$ cat config.mk
export PLATFORM = sky130hd
export DESIGN_NAME = drive_command_parser
export DESIGN_NICKNAME = d
export VERILOG_FILES = /design/src/rtl/dcp_pkg.sv /design/src/rtl/dcp_parser.sv /design/src/rtl/drive_command_parser.sv
export SDC_FILE = /design/constraint.sdc
export NUM_CORES = 1
export LEC_CHECK = 0
export ABC_CLOCK_PERIOD_IN_PS = 3820
export BUFFER_PORTS_ARGS = -buffer_cell sky130_fd_sc_hd__buf_2
export CORE_MARGIN = 2
export CORE_UTILIZATION = 40
export CTS_CLUSTER_SIZE = 20
export DETAILED_ROUTE_END_ITERATION = 7
export REMOVE_ABC_BUFFERS = 1
export SLEW_MARGIN = 20
export SYNTH_ARGS = -nofsm -noshare
export SYNTH_HDL_FRONTEND = slang
export SYNTH_SLANG_ARGS = --single-unit
$ cat constraint.sdc
create_clock -name i_clk -period 3.82 [get_ports i_clk]
set_input_delay 0.382 -clock i_clk [delete_from_list [all_inputs] [get_ports i_clk]]
set_output_delay 0.382 -clock i_clk [all_outputs]
set_load 0.03 [all_outputs]
$ cat src/rtl/dcp_pkg.sv
// Shared types and constants for the drive command parser.
package dcp_pkg;

    // Characters the grammar looks for
    localparam logic [7:0] CH_LBRACE = 8'h7B;
    localparam logic [7:0] CH_QUOTE  = 8'h22;
    localparam logic [7:0] CH_COLON  = 8'h3A;
    localparam logic [7:0] CH_COMMA  = 8'h2C;
    localparam logic [7:0] CH_MINUS  = 8'h2D;
    localparam logic [7:0] CH_SPACE  = 8'h20;
    localparam logic [7:0] CH_TAB    = 8'h09;
    localparam logic [7:0] CH_CR     = 8'h0D;
    localparam logic [7:0] CH_LF     = 8'h0A;
    localparam logic [7:0] CH_ZERO   = 8'h30;
    localparam logic [7:0] CH_NINE   = 8'h39;

    localparam logic [2:0] LEN_DRIVE = 3'd5;
    localparam logic [2:0] LEN_LEFT  = 3'd4;
    localparam logic [2:0] LEN_RIGHT = 3'd5;

    typedef enum logic [12:0] {
        PH_OPEN      = 13'b0000000000001,
        PH_DQ_OPEN   = 13'b0000000000010,
        PH_DNAME     = 13'b0000000000100,
        PH_DQ_CLOSE  = 13'b0000000001000,
        PH_DCOLON    = 13'b0000000010000,
        PH_INNER     = 13'b0000000100000,
        PH_KQ_OPEN   = 13'b0000001000000,
        PH_KNAME     = 13'b0000010000000,
        PH_KCOLON    = 13'b0000100000000,
        PH_VAL_START = 13'b0001000000000,
        PH_DIGITS    = 13'b0010000000000,
        PH_AFTER     = 13'b0100000000000,
        PH_DONE      = 13'b1000000000000
    } t_phase;

    typedef struct packed {
        logic               fail;
        t_phase             phase;
        logic [2:0]         key_pos;
        logic [1:0]         cands;
        logic [15:0]        acc;
        logic               neg;
        logic               cur_key;
        logic [15:0]        left_val;
        logic [15:0]        right_val;
        logic               seen_left;
        logic               seen_right;
    } t_state;

    localparam t_state STATE_RESET = '{
        fail: 1'b0, phase: PH_OPEN, key_pos: 3'd0, cands: 2'd0, acc: 16'd0,
        neg: 1'b0, cur_key: 1'b0, left_val: 16'd0, right_val: 16'd0,
        seen_left: 1'b0, seen_right: 1'b0
    };

    typedef struct packed {
        logic signed [15:0] right_speed;
        logic signed [15:0] left_speed;
        logic               accepted;
    } t_result;

endpackage

$ cat src/rtl/dcp_parser.sv
// Parser state and the per-byte next-state logic.
module dcp_parser (
    input  logic              i_clk,
    input  logic              i_rst_n,
    input  logic              i_step,
    input  logic [7:0]        i_byte,
    input  logic              i_last,
    output dcp_pkg::t_result  o_result
);

    dcp_pkg::t_state r_state;
    dcp_pkg::t_state n_state;

    function automatic logic is_blank(input logic [7:0] c);
        return (c == dcp_pkg::CH_SPACE) || (c == dcp_pkg::CH_TAB) ||
               (c == dcp_pkg::CH_CR) || (c == dcp_pkg::CH_LF);
    endfunction

    function automatic logic is_digit(input logic [7:0] c);
        return (c >= dcp_pkg::CH_ZERO) && (c <= dcp_pkg::CH_NINE);
    endfunction

    function automatic logic [7:0] drive_char(input logic [2:0] p);
        case (p)
            3'd0:    return 8'h64;
            3'd1:    return 8'h72;
            3'd2:    return 8'h69;
            3'd3:    return 8'h76;
            default: return 8'h65;
        endcase
    endfunction

    function automatic logic [7:0] left_char(input logic [2:0] p);
        case (p)
            3'd0:    return 8'h6C;
            3'd1:    return 8'h65;
            3'd2:    return 8'h66;
            default: return 8'h74;
        endcase
    endfunction

    function automatic logic [7:0] right_char(input logic [2:0] p);
        case (p)
            3'd0:    return 8'h72;
            3'd1:    return 8'h69;
            3'd2:    return 8'h67;
            3'd3:    return 8'h68;
            default: return 8'h74;
        endcase
    endfunction

    // Commit the value under the current key and move past it
    function automatic dcp_pkg::t_state store_value(input dcp_pkg::t_state s);
        dcp_pkg::t_state t;
        logic [15:0]     v;
        t = s;
        v = s.neg ? (~s.acc + 16'd1) : s.acc;
        if (s.cur_key) begin
            t.right_val  = v;
            t.seen_right = 1'b1;
        end else begin
            t.left_val  = v;
            t.seen_left = 1'b1;
        end
        t.phase = dcp_pkg::PH_AFTER;
        return t;
    endfunction

    function automatic dcp_pkg::t_state after_value(input dcp_pkg::t_state s,
                                                   input logic [7:0] c);
        dcp_pkg::t_state t;
        t = s;
        if (!is_blank(c)) begin
            t.phase = (c == dcp_pkg::CH_COMMA) ? dcp_pkg::PH_KQ_OPEN : dcp_pkg::PH_DONE;
        end
        return t;
    endfunction

    function automatic dcp_pkg::t_state take_byte(input dcp_pkg::t_state s,
                                                 input logic [7:0] c);
        dcp_pkg::t_state t;
        logic [1:0]      keep;
        logic [15:0]     acc10;
        t     = s;
        keep  = 2'd0;
        acc10 = {s.acc[12:0], 3'b000} + {s.acc[14:0], 1'b0};
        if (!s.fail) begin
            unique case (s.phase)
                dcp_pkg::PH_OPEN: begin
                    if (!is_blank(c)) begin
                        if (c == dcp_pkg::CH_LBRACE) t.phase = dcp_pkg::PH_DQ_OPEN;
                        else                         t.fail = 1'b1;
                    end
                end
                dcp_pkg::PH_DQ_OPEN: begin
                    if (!is_blank(c)) begin
                        if (c == dcp_pkg::CH_QUOTE) t.phase = dcp_pkg::PH_DNAME;
                        else                        t.fail = 1'b1;
                        t.key_pos = 3'd0;
                    end
                end
                dcp_pkg::PH_DNAME: begin
                    if (s.key_pos < dcp_pkg::LEN_DRIVE && drive_char(s.key_pos) == c) begin
                        t.key_pos = s.key_pos + 3'd1;
                        if (t.key_pos == dcp_pkg::LEN_DRIVE) t.phase = dcp_pkg::PH_DQ_CLOSE;
                    end else begin
                        t.fail = 1'b1;
                    end
                end
                dcp_pkg::PH_DQ_CLOSE: begin
                    if (c == dcp_pkg::CH_QUOTE) t.phase = dcp_pkg::PH_DCOLON;
                    else                        t.fail = 1'b1;
                end
                dcp_pkg::PH_DCOLON: begin
                    if (!is_blank(c)) begin
                        if (c == dcp_pkg::CH_COLON) t.phase = dcp_pkg::PH_INNER;
                        else                        t.fail = 1'b1;
                    end
                end
                dcp_pkg::PH_INNER: begin
                    if (!is_blank(c)) begin
                        if (c == dcp_pkg::CH_LBRACE) t.phase = dcp_pkg::PH_KQ_OPEN;
                        else                         t.fail = 1'b1;
                    end
                end
                dcp_pkg::PH_KQ_OPEN: begin
                    if (!is_blank(c)) begin
                        if (c == dcp_pkg::CH_QUOTE) t.phase = dcp_pkg::PH_KNAME;
                        else                        t.fail = 1'b1;
                        t.key_pos = 3'd0;
                        t.cands   = 2'b11;
                    end
                end
                dcp_pkg::PH_KNAME: begin
                    if (c == dcp_pkg::CH_QUOTE) begin
                        if (s.cands[0] && s.key_pos == dcp_pkg::LEN_LEFT) begin
                            t.cur_key = 1'b0;
                            t.phase   = dcp_pkg::PH_KCOLON;
                        end else if (s.cands[1] && s.key_pos == dcp_pkg::LEN_RIGHT) begin
                            t.cur_key = 1'b1;
                            t.phase   = dcp_pkg::PH_KCOLON;
                        end else begin
                            t.fail = 1'b1;
                        end
                    end else begin
                        keep[0] = s.cands[0] && (s.key_pos < dcp_pkg::LEN_LEFT) &&
                                  (left_char(s.key_pos) == c);
                        keep[1] = s.cands[1] && (s.key_pos < dcp_pkg::LEN_RIGHT) &&
                                  (right_char(s.key_pos) == c);
                        t.cands = keep;
                        if (keep == 2'd0) t.fail = 1'b1;
                        else              t.key_pos = s.key_pos + 3'd1;
                    end
                end
                dcp_pkg::PH_KCOLON: begin
                    if (!is_blank(c)) begin
                        if (c == dcp_pkg::CH_COLON) t.phase = dcp_pkg::PH_VAL_START;
                        else                        t.fail = 1'b1;
                        t.acc = 16'd0;
                        t.neg = 1'b0;
                    end
                end
                dcp_pkg::PH_VAL_START: begin
                    if (!is_blank(c)) begin
                        if (c == dcp_pkg::CH_MINUS) begin
                            t.neg   = 1'b1;
                            t.phase = dcp_pkg::PH_DIGITS;
                        end else if (is_digit(c)) begin
                            t.acc   = {12'd0, c[3:0]};
                            t.phase = dcp_pkg::PH_DIGITS;
                        end else begin
                            t = after_value(store_value(s), c);
                        end
                    end
                end
                dcp_pkg::PH_DIGITS: begin
                    if (is_digit(c)) t.acc = acc10 + {12'd0, c[3:0]};
                    else             t = after_value(store_value(s), c);
                end
                dcp_pkg::PH_AFTER: begin
                    t = after_value(s, c);
                end
                dcp_pkg::PH_DONE: begin
                    t = s;
                end
                default: begin
                    t.fail = 1'b1;
                end
            endcase
        end
        return t;
    endfunction

    dcp_pkg::t_state s_upd;
    dcp_pkg::t_state s_fin;
    logic            ok;

    always_comb begin
        s_upd = take_byte(r_state, i_byte);
        s_fin = s_upd;
        if (!s_upd.fail && s_upd.phase == dcp_pkg::PH_DIGITS) s_fin = store_value(s_upd);
        ok = !s_fin.fail && (s_fin.phase == dcp_pkg::PH_AFTER ||
                             s_fin.phase == dcp_pkg::PH_DONE) &&
             s_fin.seen_left && s_fin.seen_right;
        o_result.left_speed  = ok ? s_fin.left_val : 16'sd0;
        o_result.right_speed = ok ? s_fin.right_val : 16'sd0;
        o_result.accepted    = ok;
        n_state = i_last ? dcp_pkg::STATE_RESET : s_upd;
    end

    always_ff @(posedge i_clk) begin
        if (!i_rst_n) begin
            r_state <= dcp_pkg::STATE_RESET;
        end else if (i_step) begin
            r_state <= n_state;
        end
    end

endmodule

$ cat src/rtl/drive_command_parser.sv
// Top level of the drive command parser: stream ports, input and result registers.
// Streaming parser for the text command {"drive": {"left": N, "right": N}}. Send the
// message one character per request on the slave side, with tlast on its final
// character; exactly one result comes out per message, after that final character.
// The result carries both signed 16-bit values and an accepted flag; a rejected
// message gives accepted = 0 with both values zero. Values are decimal with an
// optional leading minus and wrap modulo 2^16. Characters after the parse finishes
// are ignored until tlast. Throughput is one character per clock cycle unless a final
// character is stalled: the only loop is the parser state update, which takes one
// pass of short logic (a compare per phase and a times-ten add) between the input
// register and the state and result registers. A result waiting on the master side
// stalls only a later final character; ordinary characters keep flowing underneath
// it. The final character goes through the input register, then the result register.
module drive_command_parser (
    input  logic        i_clk,
    input  logic        i_rst_n,
    input  logic        s_axis_tvalid,
    output logic        s_axis_tready,
    input  logic [7:0]  s_axis_tdata,   // [7:0] text_byte
    input  logic        s_axis_tlast,   // end_of_message
    output logic        m_axis_tvalid,
    input  logic        m_axis_tready,
    output logic [31:0] m_axis_tdata,   // [15:0] left_speed, [31:16] right_speed
    output logic        m_axis_tuser    // accepted
);

    // Input register
    logic        r_in_vld;
    logic [7:0]  r_in_byte;
    logic        r_in_last;

    // Result register
    logic             r_out_vld;
    dcp_pkg::t_result r_out;
    dcp_pkg::t_result w_result;

    logic w_step;
    logic w_load;

    // Advance the held character unless it is a final one and the result slot is full and not being taken
    assign w_step        = r_in_vld && (!r_in_last || !r_out_vld || m_axis_tready);
    assign w_load        = w_step && r_in_last;
    assign s_axis_tready = !r_in_vld || w_step;

    always_ff @(posedge i_clk) begin
        if (!i_rst_n) begin
            r_in_vld <= 1'b0;
        end else if (s_axis_tready) begin
            r_in_vld <= s_axis_tvalid;
        end
    end

    always_ff @(posedge i_clk) begin
        if (s_axis_tready && s_axis_tvalid) begin
            r_in_byte <= s_axis_tdata;
            r_in_last <= s_axis_tlast;
        end
    end

    dcp_parser u_parser (
        .i_clk    (i_clk),
        .i_rst_n  (i_rst_n),
        .i_step   (w_step),
        .i_byte   (r_in_byte),
        .i_last   (r_in_last),
        .o_result (w_result)
    );

    // Hold the result until taken; a new final character refills it in the same cycle
    always_ff @(posedge i_clk) begin
        if (!i_rst_n) begin
            r_out_vld <= 1'b0;
        end else if (w_load) begin
            r_out_vld <= 1'b1;
        end else if (m_axis_tready) begin
            r_out_vld <= 1'b0;
        end
    end

    always_ff @(posedge i_clk) begin
        if (w_load) begin
            r_out <= w_result;
        end
    end

    assign m_axis_tvalid = r_out_vld;
    assign m_axis_tdata  = {r_out.right_speed, r_out.left_speed};
    assign m_axis_tuser  = r_out.accepted;

`ifndef SYNTHESIS
    // A rejected command never carries values
    a_reject_zero: assert property (@(posedge i_clk) disable iff (!i_rst_n)
        m_axis_tvalid && !m_axis_tuser |-> m_axis_tdata == 32'd0)
        else $error("rejected result carries nonzero values");

    // A final character must wait while an untaken result occupies the slot
    a_last_stalls: assert property (@(posedge i_clk) disable iff (!i_rst_n)
        r_in_vld && r_in_last && r_out_vld && !m_axis_tready |=> r_in_vld && r_in_last)
        else $error("final character lost under a stalled result");

    // A new result appears only after a final character was processed
    a_out_source: assert property (@(posedge i_clk) disable iff (!i_rst_n)
        $rose(r_out_vld) |-> $past(r_in_vld && r_in_last))
        else $error("result produced without a final character");
`endif

endmodule
Word-level counts from Yosys, hierarchy flattened. Cells that the tools add are included.

Bits in registers: 115. Bits of input ports: 13. Output and inout port bits: 35. Word-level logic and storage cells: 172.

Add/sub/neg operators: 5. Magnitude comparators: 4. Equality and inequality tests: 34. Mux-type cells: 78. Bitwise operators: 2. Reductions and logical operators: 31.

Operators by type and width (number): $mux 13 (16); $mux 16 (10); $pmux 13 s12 (1); $mux 71 (2); $mux 70 (2); $mux 34 (2); $pmux 34 s2 (1); $mux 8 (8); $mux 14 (4); $pmux 17 s3 (1); $eq 8x6->1 const B (5); $pmux 5 s4 (2); $mux 17 (2); $add 16x1->16 const B (2); $not 16->16 (2); $eq 13x11->1 const B (2); $eq 13x12->1 const B (2); $eq 13x13->1 const B (2); $eq 8x4->1 const B (3); $eq 8x8->1 (3); $mux 19 (1); $mux 1 (18); $mux 18 (1); $pmux 3 s6 (1); other kinds (33) (61).

Logic depth before layout (Yosys ltp). Gate-level depths: netlist of the first run.

Depth in word-level cells: 22. Depth in mapped cells: 15. Mapped depth without buffers: 13.

Modules after synthesis. Synthesis of the first run repeated with hierarchy kept, for this count alone.

Cell total of the unflattened synthesis: 1050. Area, all modules: 8508.2 µm².

By module, submodules not included: dcp_parser (instances 1, cells each 996, area an instance 7129.3 µm²); drive_command_parser (instances 1, cells each 54, area an instance 1378.8 µm²).

Worst setup path before layout of the first run. No wires, ideal clock.

Kind: reg-to-reg. Start point: register r_in_byte[3]. End point: register r_out (netlist bit m_axis_tdata[15]) (data pin). Library setup time: 0.190 ns. Data arrival time: 3.556 ns. Setup slack: 0.074 ns. Cell stages (with the launch flop): 11. Path buffers: 0. Clock period less this slack: 3.746 ns. Cells stage by stage: edfxtp_1 -> fa_1 -> ha_1 -> a211oi_1 -> o21ai_0 -> and3_1 -> or4_1 -> a32oi_1 -> nand2_1 -> o2111a_1 -> a2111oi_2.

Longest elaborated chain between the ends: 16.

RTL lines: start: declaration (RTL line drive_command_parser.sv:29) `logic [7:0] r_in_byte;`; start signal: assignment (RTL line drive_command_parser.sv:55) `r_in_byte <= s_axis_tdata;`; branches (longest 7 deep; another with $ge 8x6->1); $mux 71 * (RTL line dcp_parser.sv:87) `if (!s.fail) begin`; branches (longest 8 deep; another with $add 16x1->16); end signal: assignment (RTL line drive_command_parser.sv:82) `r_out <= w_result;`; end: declaration (RTL line drive_command_parser.sv:34) `dcp_pkg::t_result r_out;`.

Mark *: on every way between the ends. A chain may end at the register's enable or synchronous reset.

Worst setup path after layout of the first run. Ends and elaborated chain as after synthesis.

==> impl_results.md, run 1 <==
* Minimum clock period at 3.702 ns
* CORE AREA at around 23000 µm²
* Commonest non-fill, non-tap cell in the layout: buf_4
* Mux contribution to synthesized area at ~3.2%
* Commonest cells after routing, fill and taps aside: buf_4, nor2_1, nand2_1
* Vias in the first global route at roughly 8300
* Synth cell types at 95
* Share of the synthesized area in the top cell type at 16.02%
* Worst hold-check path type: primary input to flip-flop
* Area Growth Syn to Fin at 19.59%
* Max Fclk at 270.1 MHz
* Top post-synthesis cells by area: dfxtp_1, edfxtp_1, ha_1
* Ys Warns at 0
* Buf/Inv on CP at 2
* Logic gate share of total power at 4.8%
* H-tree depth at 4
* Initial core utilization at 40.54%
* Dominant synthesized flop cell: dfxtp_1
* WL final at 29.55 mm
* Largest net degree at the start of global routing at between 50 and 60
* Reg power frac at 41.0%
* Fin cells at 1472
* Switch Pwr at slightly above 0.8 mW
* Mean routed wirelength per cell at 20.07 µm
* Max-slew violation count at 0
* Max stage delay cell, worst path: fa_1
* Clock Latency Late Sink at between 0.4 and 0.5 ns
* Num CTS Buffers at 17
* Sw Share at between 20% and 30%
* Area leader, netlist: dfxtp_1
* Cell mode on critical path: fa_1
* RR Startpoint: r_in_byte[3]
* CP Cell Sequence: fa_1 -> inv_1 -> fa_1 -> nand2b_1 -> a21oi_1 -> buf_4 -> nor3_1 -> a211oi_2 -> and3_2 -> nand3b_1 -> o2111a_1 -> a2111oi_2
* Die Y-Extent at 155.0 µm
* Synthesized flop and latch total at 115
* Largest family of logic cells by synthesized area: simple AND/OR/NAND/NOR gates
* CTS max path bufs at 2
* Worst slew margin at between 30 and 40%
* Placed cells at 1437
* Antenna-violating nets left at 0
* Num rows at 55
* Initial antenna violation count at 0
* Drt pass-1 iters at 6
* Clk_skew at ~0.013 ns
* Syn avg cell area at 8.447 µm²
* Endpoints failing setup at 0
* Peak VDD IR at 0.2710 mV
* Leakage at 4.167 nW
* DR vias/cell at 6.093
* Int Pwr at between 2 and 2.5 mW
* GRT overflow at 0
* CP peak stage delay at 0.57 ns
* Gpl congestion at 0.9623
* Clk root buf: clkbuf_16
* Post-Synth Simple-Gate Area at 28.47%
* Iter 0 DRT Violations at 930
* Clk pwr share at 54.2%
* Mapped Cells at about 1100
* Number of synthesized flops with an enable pin at between 40 and 50
* Sink Count at about 120
* # IOs at between 40 and 50
* N_diodes at 0
* Die span in x at 155.0 µm
* Post-CTS Hold Fix Bufs at 0
* Adder-cell share of the synthesized area at 5.102%
* CP arrival at 3.93 ns
* Max Cap Viol at 0
* Worst Path Required at approximately 4 ns
* # nets final at 1223
* Synth Area in XOR/XNOR at under 10%
* CP delay by family, top: compound AO/OA/AOI/OAI gates
* Worst-path maximum fanout at 5
* Clock transition at path regs at about 0.060 ns
* Drt drc at 0
* Register area share after synthesis at around 30%
* Pwr Density at 288.2 nW/µm²
* Total power at 3.144 mW
* Die ar. at 24030 µm²
* Vias at approximately 9000
* Crit end category: flip-flop
* Hpwl dp at 21.59 mm
* Compound-gate portion of the synthesized area at around a quarter
* Port Buffers at 47
* Status: finished clean
* Synth Cell Area at 9122 µm²
* Worst hold start: s_axis_tlast
* Final period utilization at between 90% and 100%
* CP Launch Type: flip-flop
* CP startpoint: r_in_byte[3]
* Asr flop ratio synth at 0%
* RSZ-0062 raised after global routing: yes
* CTS tree: built
* Global-route wire length before repair at 47.02 mm
* Tightest Pin Transition at 0.9273 ns
* Number of hold violations in the final report at 0
* Ratio of cells with drive above 1 in the final layout at 21.06%
* GRT Total Usage at 24.73%
* Setup Crit Path Kind: flip-flop to flip-flop
final timing paths:
kind | endpoint | slack [ns] | cells after the start
setup / recovery | m_axis_tdata[15] | 0.12 | 12
hold / removal | r_in_last | 0.13 | 1
setup reg to reg | m_axis_tdata[15] | 0.12 | 12
hold reg to reg | u_parser.r_state[21] | 0.46 | 2
layout make-up:
cell class	count	area, µm²
inverter	26	97.59
clock inverter	15	183.9
fill	2144	11590
sequential	115	2723
timing repair buffer	148	1018
tap	285	356.6
clock buffer	17	425.4
multi-input combinational	866	6105
power by group through the flow:
stage / sequential, mW / combinational (mW) / clock, mW
floorplan: 1.32 / 0.0666 / 0
global placement: 1.31 / 0.147 / 0
detailed placement: 1.31 / 0.146 / 0
CTS: 1.29 / 0.147 / 1.73
global route: 1.29 / 0.162 / 1.78
finish: 1.29 / 0.151 / 1.70
routing by layer:
layer	global-route usage (%)	vias up	share of wire, %
li1	-	4276	-
met1	37.02	4273	47
met2	36.36	382	43
met3	3.510	38	8.0
met4	8.113	0	1.9
met5	0	-	0
through the flow:
stage	setup TNS [ns]	hold WS, ns	setup slack (ns)	utilization (%)	instance area [µm²]
floorplan	-3.316	0.4373	-0.5326	-	8802
global placement	0	0.4482	0.008995	45.24	10180
detailed placement	0	0.4563	0.02440	45.24	10180
CTS	0	0.1183	0.001317	47.95	10790
global route	-0.04426	0.1220	-0.03454	48.48	10910
finish	0	0.1316	0.1177	48.48	10910
synth_stat cells (5+ instances only):
master     n
o22ai_1    6
a21o_1     6
nand4_1   13
o41ai_1    5
or2_2      6
a22oi_1   49
edfxtp_1  42
inv_1     26
a21oi_1   21
mux2i_1   27
buf_2     13
nor2b_1   58
dfxtp_1   73
nand2_1   92
o211ai_1  11
a211oi_1  10
nand3_1   30
o31a_1     7
ha_1      34
or3_1     13
nor4_1    24
and2_1    12
and4_1     5
nand4b_1   5
nor3_1    29
a21boi_0  16
xor2_1    22
or4_1      6
nand2b_1   6
o21bai_1   6
o21a_1    12
a31oi_1    8
clkbuf_1  54
o21ai_0   41
and3_1    10
a22o_1    36
o31ai_1   17
nor2_1    95
xnor2_1   20
nor3_2    14
timing repair:
action | CTS | global route
gates resized for setup | 0 | 21
setup endpoints to repair | 0 | 32
buffers inserted | 0 | 3
registers in the layout, indices dropped and copies added, names as in the netlist:
signal and flops:
m_axis_tdata 32, m_axis_tuser 1, m_axis_tvalid 1, r_in_byte 8, r_in_last 1, r_in_vld 1
u_parser.r_state 71
cells by family after synthesis:
kind of cell,after synthesis
simple gates,458
flops,115
fa+ha+maj,36
mux,29
xor+xnor,42
buf+inv,99
compound gates,301
No activity file was read; power rests on OpenSTA's default activity.
==> inputs of run 2 (changes only) <==
--- a/config.mk
+++ b/config.mk
@@ -9,9 +9,11 @@
 export BUFFER_PORTS_ARGS = -buffer_cell sky130_fd_sc_hd__buf_2
 export CORE_MARGIN = 2
 export CORE_UTILIZATION = 40
-export CTS_CLUSTER_SIZE = 20
+export CTS_CLUSTER_SIZE = 30
 export DETAILED_ROUTE_END_ITERATION = 7
 export REMOVE_ABC_BUFFERS = 1
+export SETUP_SLACK_MARGIN = 0.4
+export SKIP_LAST_GASP = 1
 export SLEW_MARGIN = 20
 export SYNTH_ARGS = -nofsm -noshare
 export SYNTH_HDL_FRONTEND = slang
==> run 2 against run 1 <==
Compared with the run above:
- cell area grew 7.9%
- hold slack lost 0.0063 ns
- clock-buffer cell count is the same
- sequential power is essentially flat
- utilization grew 3.8 points
- non-clock buffer count grew 29
- power grew 0.48%
- sequential share of layout area shrank 1.7 points
- clock skew shrank 0.0015 ns
- first-iteration DRC count shrank 0.32%
- critical endpoint is now m_axis_tdata[31]
- largest power group unchanged
==> impl_results.md, run 2 (synthesis results as in run 1) <==
* Tightest Pin Transition at 0.9116 ns
* N_diodes at 0
* CP arrival at 3.94 ns
* Die Y-Extent at around 160 µm
* CP Launch Type: flip-flop
* Largest Register: u_parser.r_state
* Initial core utilization at between 40% and 50%
* Max Cap Viol at 0
* Max-slew violation count at 0
* Worst Hold Slack at between 0.1 and 0.15 ns
* Peak VDD IR at 0.2737 mV
* Drt drc at 0
* Port Buffers at 47
* GRT overflow at 0
* CP peak stage delay at 0.59 ns
* Die ar. at around 24000 µm²
* Worst Path Required at 4.07 ns
* Num rows at 55
* Leakage at ~4.4 nW
* CTS max path bufs at 2
* Setup Crit Path Kind: flip-flop to flip-flop
* Post-CTS Hold Fix Bufs at 0
* Crit end category: flip-flop
* Clock Latency Late Sink at 0.43 ns
* Pwr Density at 268.4 nW/µm²
* Final design utilization at 52.30%
* Drt pass-1 iters at 5
* RSZ-0062 raised after global routing: yes
* Worst hold-check path type: primary input to flip-flop
* Status: finished clean
* Worst-path maximum fanout at 8
* Num CTS Buffers at 17
* Vias at 9246
* Area Growth Syn to Fin at 29.02%
* Hpwl dp at 21.59 mm
* Commonest cells after routing, fill and taps aside: buf_4, nand2_1, nor2_1
* Worst slew margin at 38.94%
* Ratio of cells with drive above 1 in the final layout at 30.18%
* Final period utilization at 96.51%
* Minimum clock period at 3.687 ns
* Vias in the first global route at 8350
* Commonest non-fill, non-tap cell in the layout: buf_4
* Clk root buf: clkbuf_16
* Sink Count at around 120
* Clk_skew at 0.01177 ns
* CTS tree: built
* Max stage delay cell, worst path: or4_4
* CORE AREA at 22500 µm²
* Gpl congestion at between 0.9 and 1
* # nets final at around 1300
* H-tree depth at 4
* Initial antenna violation count at 0
* Endpoints failing setup at 0
* Antenna-violating nets left at 0
* Number of hold violations in the final report at 0
* # IOs at 48
* Max Fclk at 271.2 MHz
* Iter 0 DRT Violations at 927
* Mean routed wirelength per cell at 20.65 µm
* Clock transition at path regs at 0.06 ns
* GRT Total Usage at 24.83%
* Max reg flops at 71
* Largest net degree at the start of global routing at ~60
* DR vias/cell at about 6.2
* Die span in x at 155.0 µm
* WL final at around 31 mm
* CP Cell Sequence: or4_4 -> nor4_4 -> nand3_2 -> o21ai_2 -> a31oi_1 -> nor4_1 -> nand4_1 -> a2111o_2 -> buf_12 -> clkbuf_16 -> a221oi_2
* Global-route wire length before repair at 47.21 mm
## run 2: final cells by class
type,instances,area [µm²]
clock buffers,17,425.4
clock inverters,15,183.9
fillers,2051,10730
inverters,26,97.59
multi-input cells,866,6640
flip-flops and latches,115,2734
well taps,285,356.6
repair buffers,177,1333
## run 2: final timing paths
path / from / to / slack, ns / cells after the start
hold reg to reg: u_parser.r_state[21] / u_parser.r_state[21] / 0.46 / 2
hold / removal: s_axis_tlast / r_in_last / 0.13 / 1
setup / recovery: u_parser.r_state[61] / m_axis_tdata[31] / 0.13 / 11
setup reg to reg: u_parser.r_state[61] / m_axis_tdata[31] / 0.13 / 11
## run 2: metrics by stage
step	std cells	power (mW)	setup WS [ns]	instance area, µm²	TNS (ns)
floorplan	1007	1.391	-0.5326	8802	-3.316
global placement	1437	1.462	0.008995	10180	0
detailed placement	1437	1.461	0.02440	10180	0
CTS	1476	3.163	0.2652	11020	0
global route	1501	3.245	0.05506	11770	0
finish	1501	3.159	0.1331	11770	0
## run 2: routing by layer
| metal | vias up | share of wire [%] | track usage (%) |
|---|---|---|---|
| met3 | 58 | 8.7 | 3.760 |
| met1 | 4372 | 46 | 37.10 |
| met5 | - | 0 | 0 |
| met2 | 479 | 43 | 36.80 |
| met4 | 0 | 2.0 | 7.407 |
| li1 | 4337 | - | - |
## run 2: what timing repair did
| action | in CTS | in global routing |
|---|---|---|
| cloned | 0 | 3 |
| setup endpoints to repair | 33 | 51 |
| buffers inserted | 7 | 22 |
| gates resized for setup | 34 | 112 |
| pin swaps | 10 | 43 |
## run 2: critical path, delay by kind of cell, from the launching register on
kind | cells | cell delay (ns)
AO/OA/AOI/OAI | 4 | 1.12
buffers and inverters | 2 | 0.35
flip-flops | 1 | 0.36
AND/OR/NAND/NOR | 5 | 1.68
## run 2: report_power, final
part           switching (mW)  total (mW)  internal, mW
combinational           0.111       0.164        0.0533
sequential             0.0124        1.29          1.28
clock                   0.713        1.71         0.994
total                   0.836        3.16          2.32
